[src/rtl/sat_pkg.sv]
// Shared constants, codes and the controller/datapath command struct for the
// segment address translator. No dependencies.
package sat_pkg;

  localparam int TABLE_SLOTS = 16;
  localparam int SLOT_W      = (TABLE_SLOTS > 1) ? $clog2(TABLE_SLOTS) : 1;

  localparam int ADDR_W      = 32;
  localparam int ID_W        = 8;
  localparam int INDEX_W     = 4;
  localparam int STATUS_W    = 2;

  // radix-2 restoring divider: one quotient bit per step
  localparam int DIV_STEPS   = ADDR_W;
  localparam int DIV_CNT_W   = $clog2(DIV_STEPS);

  // base and size share one table word
  localparam int ENTRY_W     = 2 * ADDR_W;

  localparam logic [STATUS_W-1:0] ST_OK        = 2'd0;
  localparam logic [STATUS_W-1:0] ST_FAULT     = 2'd1;
  localparam logic [STATUS_W-1:0] ST_NOT_FOUND = 2'd2;

  localparam logic ACT_WRITE     = 1'b0;
  localparam logic ACT_TRANSLATE = 1'b1;

  typedef struct packed {
    logic capture;      // latch input item, seed divider
    logic table_write;  // store latched slot contents
    logic div_step;     // one divider iteration
    logic match;        // compare quotient against ids, register hit
    logic ram_read;     // read base/size of hit slot
    logic load_result;  // load output register
  } sat_cmd_t;

endpackage

[src/rtl/sat_ram.sv]
// Generic single-write, single-read RAM with registered read data.
// No dependencies.
module sat_ram #(
  parameter int WIDTH = 8,
  parameter int DEPTH = 16
) (
  input  logic                                   clk,
  input  logic                                   wr_en,
  input  logic [((DEPTH > 1) ? $clog2(DEPTH) : 1)-1:0] wr_addr,
  input  logic [WIDTH-1:0]                       wr_data,
  input  logic                                   rd_en,
  input  logic [((DEPTH > 1) ? $clog2(DEPTH) : 1)-1:0] rd_addr,
  output logic [WIDTH-1:0]                       rd_data
);

  logic [WIDTH-1:0] mem [DEPTH];

  always_ff @(posedge clk) begin
    if (wr_en) begin
      mem[wr_addr] <= wr_data;
    end
    if (rd_en) begin
      rd_data <= mem[rd_addr];
    end
  end

endmodule

[src/rtl/sat_ctrl.sv]
// Sequencing state machine for the segment address translator.
// Depends on sat_pkg.
module sat_ctrl (
  input  logic              clk,
  input  logic              rst,
  input  logic              req_valid,
  input  logic              action,
  output logic              req_stall,
  output logic              rsp_valid,
  input  logic              rsp_stall,
  output sat_pkg::sat_cmd_t cmd
);

  typedef enum logic [5:0] {
    S_IDLE   = 6'b000001,
    S_WRITE  = 6'b000010,
    S_DIV    = 6'b000100,
    S_MATCH  = 6'b001000,
    S_READ   = 6'b010000,
    S_FINISH = 6'b100000
  } state_t;

  state_t                        state, state_next;
  logic [sat_pkg::DIV_CNT_W-1:0] div_count, div_count_next;
  logic                          rsp_valid_next;
  logic                          accept;
  logic                          out_free;

  assign req_stall = (state != S_IDLE);
  assign accept    = req_valid && !req_stall;
  assign out_free  = !rsp_valid || !rsp_stall;

  always_comb begin
    state_next     = state;
    div_count_next = div_count;
    cmd            = '0;
    rsp_valid_next = rsp_valid && rsp_stall;
    case (state)
      S_IDLE: begin
        if (accept) begin
          cmd.capture    = 1'b1;
          div_count_next = '0;
          state_next     = (action == sat_pkg::ACT_WRITE) ? S_WRITE : S_DIV;
        end
      end
      S_WRITE: begin
        cmd.table_write = 1'b1;
        state_next      = S_FINISH;
      end
      S_DIV: begin
        cmd.div_step   = 1'b1;
        div_count_next = div_count + 1'b1;
        if (div_count == sat_pkg::DIV_CNT_W'(sat_pkg::DIV_STEPS - 1)) begin
          state_next = S_MATCH;
        end
      end
      S_MATCH: begin
        cmd.match  = 1'b1;
        state_next = S_READ;
      end
      S_READ: begin
        cmd.ram_read = 1'b1;
        state_next   = S_FINISH;
      end
      S_FINISH: begin
        if (out_free) begin
          cmd.load_result = 1'b1;
          rsp_valid_next  = 1'b1;
          state_next      = S_IDLE;
        end
      end
      default: begin
        state_next = S_IDLE;
      end
    endcase
  end

  always_ff @(posedge clk) begin
    if (rst) begin
      state     <= S_IDLE;
      div_count <= '0;
      rsp_valid <= 1'b0;
    end else begin
      state     <= state_next;
      div_count <= div_count_next;
      rsp_valid <= rsp_valid_next;
    end
  end

endmodule

[src/rtl/sat_dpath.sv]
// Datapath: item capture, restoring divider, id match, segment table and
// output register. Depends on sat_pkg and sat_ram.
module sat_dpath (
  input  logic                           clk,
  input  logic                           rst,
  input  sat_pkg::sat_cmd_t              cmd,
  input  logic                           cfg_wr,
  input  logic [sat_pkg::ADDR_W-1:0]     cfg_data,
  input  logic                           action,
  input  logic [sat_pkg::INDEX_W-1:0]    slot_index,
  input  logic                           slot_valid,
  input  logic [sat_pkg::ID_W-1:0]       segment_id,
  input  logic [sat_pkg::ADDR_W-1:0]     segment_base,
  input  logic [sat_pkg::ADDR_W-1:0]     segment_length,
  input  logic [sat_pkg::ADDR_W-1:0]     logical_address,
  output logic [sat_pkg::ADDR_W-1:0]     physical_address,
  output logic [sat_pkg::ADDR_W-1:0]     segment_number,
  output logic [sat_pkg::ADDR_W-1:0]     segment_offset,
  output logic [sat_pkg::STATUS_W-1:0]   status
);

  localparam int AW = sat_pkg::ADDR_W;
  localparam int SW = sat_pkg::SLOT_W;

  logic [AW-1:0]               divisor;

  // latched item
  logic                        action_q;
  logic [sat_pkg::INDEX_W-1:0] slot_index_q;
  logic                        slot_valid_q;
  logic [sat_pkg::ID_W-1:0]    segment_id_q;
  logic [AW-1:0]               base_q;
  logic [AW-1:0]               length_q;

  // divider: quo starts as the dividend and shifts quotient bits in
  logic [AW-1:0]               rem;
  logic [AW-1:0]               quo;
  logic [AW:0]                 trial;
  logic [AW:0]                 trial_diff;
  logic                        trial_ge;

  logic                        entry_valid [sat_pkg::TABLE_SLOTS];
  logic [sat_pkg::ID_W-1:0]    entry_id    [sat_pkg::TABLE_SLOTS];

  logic                        slot_ok;
  logic [SW-1:0]               wr_slot;
  logic                        hit_found;
  logic [SW-1:0]               hit_slot;
  logic                        found_q;
  logic [SW-1:0]               hit_q;
  logic [sat_pkg::ENTRY_W-1:0] entry_rd;
  logic [AW-1:0]               entry_base_rd;
  logic [AW-1:0]               entry_size_rd;
  logic [AW-1:0]               sum;

  always_ff @(posedge clk) begin
    if (rst) begin
      divisor <= AW'(1);
    end else if (cfg_wr) begin
      divisor <= cfg_data;
    end
  end

  always_ff @(posedge clk) begin
    if (cmd.capture) begin
      action_q     <= action;
      slot_index_q <= slot_index;
      slot_valid_q <= slot_valid;
      segment_id_q <= segment_id;
      base_q       <= segment_base;
      length_q     <= segment_length;
    end
  end

  // divisor of zero gives all-ones quotient and remainder equal to dividend
  assign trial      = {rem, quo[AW-1]};
  assign trial_ge   = (trial >= {1'b0, divisor});
  assign trial_diff = trial - {1'b0, divisor};

  always_ff @(posedge clk) begin
    if (cmd.capture) begin
      rem <= '0;
      quo <= logical_address;
    end else if (cmd.div_step) begin
      rem <= trial_ge ? trial_diff[AW-1:0] : trial[AW-1:0];
      quo <= {quo[AW-2:0], trial_ge};
    end
  end

  // table write; slots past the table are dropped
  assign slot_ok = (32'(slot_index_q) < 32'(sat_pkg::TABLE_SLOTS));
  assign wr_slot = SW'(slot_index_q);

  always_ff @(posedge clk) begin
    if (rst) begin
      for (int i = 0; i < sat_pkg::TABLE_SLOTS; i++) begin
        entry_valid[i] <= 1'b0;
      end
    end else if (cmd.table_write && slot_ok) begin
      entry_valid[wr_slot] <= slot_valid_q;
    end
  end

  always_ff @(posedge clk) begin
    if (cmd.table_write && slot_ok) begin
      entry_id[wr_slot] <= segment_id_q;
    end
  end

  // id match: lowest valid slot wins; numbers above the id range never match
  always_comb begin
    hit_found = 1'b0;
    hit_slot  = '0;
    for (int i = sat_pkg::TABLE_SLOTS - 1; i >= 0; i--) begin
      if (entry_valid[i] && (quo[AW-1:sat_pkg::ID_W] == '0) &&
          (entry_id[i] == quo[sat_pkg::ID_W-1:0])) begin
        hit_found = 1'b1;
        hit_slot  = SW'(i);
      end
    end
  end

  always_ff @(posedge clk) begin
    if (cmd.match) begin
      found_q <= hit_found;
      hit_q   <= hit_slot;
    end
  end

  sat_ram #(
    .WIDTH (sat_pkg::ENTRY_W),
    .DEPTH (sat_pkg::TABLE_SLOTS)
  ) u_entry_ram (
    .clk     (clk),
    .wr_en   (cmd.table_write && slot_ok),
    .wr_addr (wr_slot),
    .wr_data ({base_q, length_q}),
    .rd_en   (cmd.ram_read),
    .rd_addr (hit_q),
    .rd_data (entry_rd)
  );

  assign entry_base_rd = entry_rd[sat_pkg::ENTRY_W-1:AW];
  assign entry_size_rd = entry_rd[AW-1:0];
  assign sum           = entry_base_rd + rem;

  always_ff @(posedge clk) begin
    if (cmd.load_result) begin
      if (action_q == sat_pkg::ACT_WRITE) begin
        physical_address <= '0;
        segment_number   <= '0;
        segment_offset   <= '0;
        status           <= sat_pkg::ST_OK;
      end else begin
        segment_number <= quo;
        segment_offset <= rem;
        if (!found_q) begin
          physical_address <= '0;
          status           <= sat_pkg::ST_NOT_FOUND;
        end else if (rem >= entry_size_rd) begin
          physical_address <= '0;
          status           <= sat_pkg::ST_FAULT;
        end else begin
          physical_address <= sum;
          status           <= sat_pkg::ST_OK;
        end
      end
    end
  end

endmodule

[src/rtl/segment_address_translator.sv]
// Segment address translator: table of segments plus logical-to-physical
// translation. A translate item passes the 32 radix-2 divider steps, the
// match, the table read and the load; a table write passes the write and the
// load. The load waits while a held result is stalled. One item is in work
// at a time, and the next transfer is taken only after the load. rst clears
// the valid marks, the divisor (to 1) and all control state.
// Depends on sat_pkg, sat_ctrl, sat_dpath and sat_ram.
module segment_address_translator (
  input  logic                           clk,
  input  logic                           rst,

  // configuration: max segment size, always writable
  input  logic                           cfg_valid,
  output logic                           cfg_ready,
  input  logic [sat_pkg::ADDR_W-1:0]     cfg_data,

  // request channel
  input  logic                           req_valid,
  output logic                           req_stall,
  input  logic                           action,
  input  logic [sat_pkg::INDEX_W-1:0]    slot_index,
  input  logic                           slot_valid,
  input  logic [sat_pkg::ID_W-1:0]       segment_id,
  input  logic [sat_pkg::ADDR_W-1:0]     segment_base,
  input  logic [sat_pkg::ADDR_W-1:0]     segment_length,
  input  logic [sat_pkg::ADDR_W-1:0]     logical_address,

  // response channel
  output logic                           rsp_valid,
  input  logic                           rsp_stall,
  output logic [sat_pkg::ADDR_W-1:0]     physical_address,
  output logic [sat_pkg::ADDR_W-1:0]     segment_number,
  output logic [sat_pkg::ADDR_W-1:0]     segment_offset,
  output logic [sat_pkg::STATUS_W-1:0]   status
);

  sat_pkg::sat_cmd_t cmd;

  // user must let the register change only between items (not enforced here); no back-pressure
  assign cfg_ready = 1'b1;

  // controller: request acceptance, divider count, output valid
  sat_ctrl u_ctrl (
    .clk       (clk),
    .rst       (rst),
    .req_valid (req_valid),
    .action    (action),
    .req_stall (req_stall),
    .rsp_valid (rsp_valid),
    .rsp_stall (rsp_stall),
    .cmd       (cmd)
  );

  // datapath: divider, table, match and output register; the output
  // register holds a finished result while the next item is taken in
  sat_dpath u_dpath (
    .clk              (clk),
    .rst              (rst),
    .cmd              (cmd),
    .cfg_wr           (cfg_valid && cfg_ready),
    .cfg_data         (cfg_data),
    .action           (action),
    .slot_index       (slot_index),
    .slot_valid       (slot_valid),
    .segment_id       (segment_id),
    .segment_base     (segment_base),
    .segment_length   (segment_length),
    .logical_address  (logical_address),
    .physical_address (physical_address),
    .segment_number   (segment_number),
    .segment_offset   (segment_offset),
    .status           (status)
  );

endmodule
[config.mk]
export PLATFORM = sky130hd
export DESIGN_NAME = segment_address_translator
export DESIGN_NICKNAME = d
export VERILOG_FILES = /design/src/rtl/sat_pkg.sv /design/src/rtl/sat_ram.sv /design/src/rtl/sat_ctrl.sv /design/src/rtl/sat_dpath.sv /design/src/rtl/segment_address_translator.sv
export SDC_FILE = /design/constraint.sdc
export NUM_CORES = 2
export LEC_CHECK = 0
export ABC_CLOCK_PERIOD_IN_PS = 12000
export BUFFER_PORTS_ARGS = -buffer_cell sky130_fd_sc_hd__clkbuf_2
export CAP_MARGIN = 20
export CORE_UTILIZATION = 53
export CTS_BUF_LIST = sky130_fd_sc_hd__clkbuf_8
export DETAILED_ROUTE_END_ITERATION = 8
export PLACE_DENSITY_LB_ADDON = 0.08
export SYNTH_ARGS = -nofsm -noshare
export SYNTH_HDL_FRONTEND = slang
export SYNTH_HIERARCHICAL = 1
export SYNTH_SLANG_ARGS = --single-unit
[constraint.sdc]
create_clock -name clk -period 12 [get_ports clk]
set_input_delay 3.6 -clock clk [delete_from_list [all_inputs] [get_ports clk]]
set_output_delay 3.6 -clock clk [all_outputs]
set_load 0.01 [all_outputs]
==> flow_summary.yaml <==
timing:
  finalSetupViolations: 0
  hold_viol: 0
  fin_crit_sh: 0.477
  finalCriticalPeriod_ns: 5.72
  slew_viol_final: 0
  fin_skew_ns: 0.0576
  worst_pin_slew_ns: 1.14
  tns_ns: 0
  rsz0062_at_grt: "false"
  max_freq_mhz: 175
  relSlewSlack: 0.243
routing:
  routed_via_density: 5.96
  vias: 32900
  drc: 0
  drtPass1Iterations: 5
  antenna_left: 0
  drtIter0Drc: 3016
  wirelength_um: 151000
  routedWlPerCell_um: 27.3
floorplan:
  die_height_um: 343
  die-area_um2: 118000
  num_io_pins: 248
  initial_utilization: 0.536
  die_w_um: 343
  num_rows: 124
  core_um2: 115000
synthesis:
  synth_area_leaders: "edfxtp_1, mux4_2, dfxtp_1, ha_1, a22oi_1"
  synth-edff-count: 1445
  syn_nets: 3660
  ys_seq_area_frac: 0.730
  ys_ff_latch: 1521
  synthArstFlopShare: 0
  synth_top_cell_area_share: 0.705
  syn_area_um2: 61600
  ys_types: 94
  synth_cells: 3414
  synth_flop_cell: "edfxtp_1"
  syn_avg_cell_area_um2: 18.0
  post-synth-top-area-cell: "edfxtp_1"
  yosys_warnings: 6
setup_path:
  critPathKind: "reg2out"
  worst_setup_path_end_kind: "output port"
  critical_path.max_fanout: 8
  critPathArrivalTime_ns: 2.12
  slowest_delay_ns: 0.42
  worst_setup_path_start_kind: "flip-flop"
  slowest_stage: "dfxtp_1"
  path_cells: "nor4_2 > nand2_1 > clkbuf_2"
  cp.required_ns: 8.40
  crit_buf_inv: 1
  critPathTopFamily: "simple AND/OR/NAND/NOR gates"
global_route:
  antenna_found_initial: 10
  grt_pass1_vias: 33800
  grt_overflow: 0
  grt_max_degree: 154
  grt_first_pass_wirelength_um: 220000
  track_usage: 0.260
clock_network:
  numCtsBuffers: 234
  cts_tree: "built"
  cts-root-buf: "clkbuf_8"
  cts.repair.resized: 0
  clk_pin_slew_ns: 0.07
  cts_max_path_buffers: 3
  worst_skew_pair.late_latency_ns: 0.97
  cts.sinks: 1521
  h-tree-depth: 4
  cts_setup_buffers: 0
  holdBufCountCts: 0
min_path:
  min-delay-path-class: "reg2reg"
layout:
  num-nets-final: 4050
  design_area_um2: 69200
  layout_common_cells: "edfxtp_1, mux4_2, clkbuf_2"
  syn_to_final_growth_pct: 12.4
  nFillCells: 8478
  final_layout_size_suffix_gt1_frac: 0.246
  layout_commonest_cell: "edfxtp_1"
job:
  drv_cap: 0
placed_design:
  dp_hpwl_um: 87300
  io_buffers: 246
  dpl_cell_area_um2: 64600
  place_congestion: 0.927
pwr:
  ir_worst_vdd_uv: 116
  power_w: 0.0109
  p_leak_nw: 23.8
  p_per_area_nw_per_um2: 157
run_status:
  status: "finished, final reports clean"
## area by class of cell
class                           instances  area [um^2]  area share
Antenna cell                            9         22.5    0.000326
Clock buffer                          240         3300      0.0477
Clock inverter                        188         1260      0.0182
Inverter                               99          377     0.00544
Multi-Input combinational cell       1634        15600       0.226
Sequential cell                      1521        44900       0.649
Tap cell                             1512         1890      0.0273
Timing Repair Buffer                  314         1820      0.0263
## report_power, final
part           internal, W  switching, W  total, W
registers          0.00594      0.000158   0.00610
logic             0.000244      0.000358  0.000602
clock network      0.00214       0.00202   0.00416
total              0.00832       0.00254    0.0109
## Yosys cell counts (all sizes together) (4+ instances only)
master,count
xor2,90
o21bai,10
nor3,45
a21oi,79
o21a,12
nand4,32
buf,82
or3,13
edfxtp,1445
and2,70
nand2b,19
mux4,256
a31oi,9
ha,97
a22oi,128
o21ai,51
nor2,150
nor4,28
mux2i,34
a21o,31
clkbuf,78
dfxtp,76
xnor2,92
nand3,39
a311oi,22
and3,20
o31ai,9
nor2b,14
nand2,154
or2,15
o211ai,4
mux2,32
a211o,6
a211oi,11
nand3b,8
inv,98
## state kept, by name, indices dropped and copies added (netlist names), 2 cells and up
name                         flops
u_dpath/u_entry_ram/mem       1024
u_dpath/entry_id               128
u_dpath/u_entry_ram/rd_data     64
u_dpath/base_q                  32
u_dpath/divisor                 32
u_dpath/length_q                32
u_dpath/physical_address        32
u_dpath/quo                     32
u_dpath/rem                     32
u_dpath/segment_number          32
u_dpath/segment_offset          32
u_dpath/entry_valid             16
u_dpath/segment_id_q             8
u_ctrl/state                     6
u_ctrl/div_count                 5
u_dpath/hit_q                    4
u_dpath/slot_index_q             4
u_dpath/status                   2
## logic make-up (layout without fill, tap and decap cells)
family,Yosys count,after routing,synth area share
AOI/OAI and AO/OA,405,405,0.0483
xor gates and xnor gates,182,182,0.0259
muxes,322,322,0.105
and+or+nand+nor,625,625,0.0514
other,1,10,0.0000609
DFF,1521,1521,0.730
adders and majority gates,99,99,0.0204
buffers and inverters,259,841,0.0194
## final timing paths
kind                                          start                              end  slack, ns  cells after the start
worst max-delay path                u_ctrl/state[3]                        req_stall       6.28                      3
worst min-delay path            u_ctrl/div_count[4]              u_ctrl/div_count[4]       0.50                      2
worst max register to register     u_dpath/hit_q[1]  u_dpath/u_entry_ram/rd_data[37]       7.96                      6
worst min register to register  u_ctrl/div_count[4]              u_ctrl/div_count[4]       0.50                      2
## tightest hold or removal path, cell delays in order, from the launching register on
cell,delay [ns]
dfxtp_1,0.32
nand3_1,0.07
a21oi_1,0.06
## layer usage
layer / track usage / routed length [um] / up-vias
met1: 0.355 / 62800 / 17000
met3: 0.0470 / 10600 / 238
li1: - / - / 14400
met4: 0.0790 / 3470 / 4
met5: 0 / 33 / -
met2: 0.428 / 74000 / 1324
## stage by stage
stage,utilization,instances,hold WS [ns],worst slack [ns]
global placement,0.562,5078,0.471,6.19
global route,0.603,5513,0.532,6.11
detailed placement,0.562,5078,0.487,6.12
finish,0.603,5517,0.501,6.28
floorplan,-,3414,0.452,3.18
CTS,0.602,5506,0.500,6.20
Note: power is estimated with default switching activity, not from simulation.
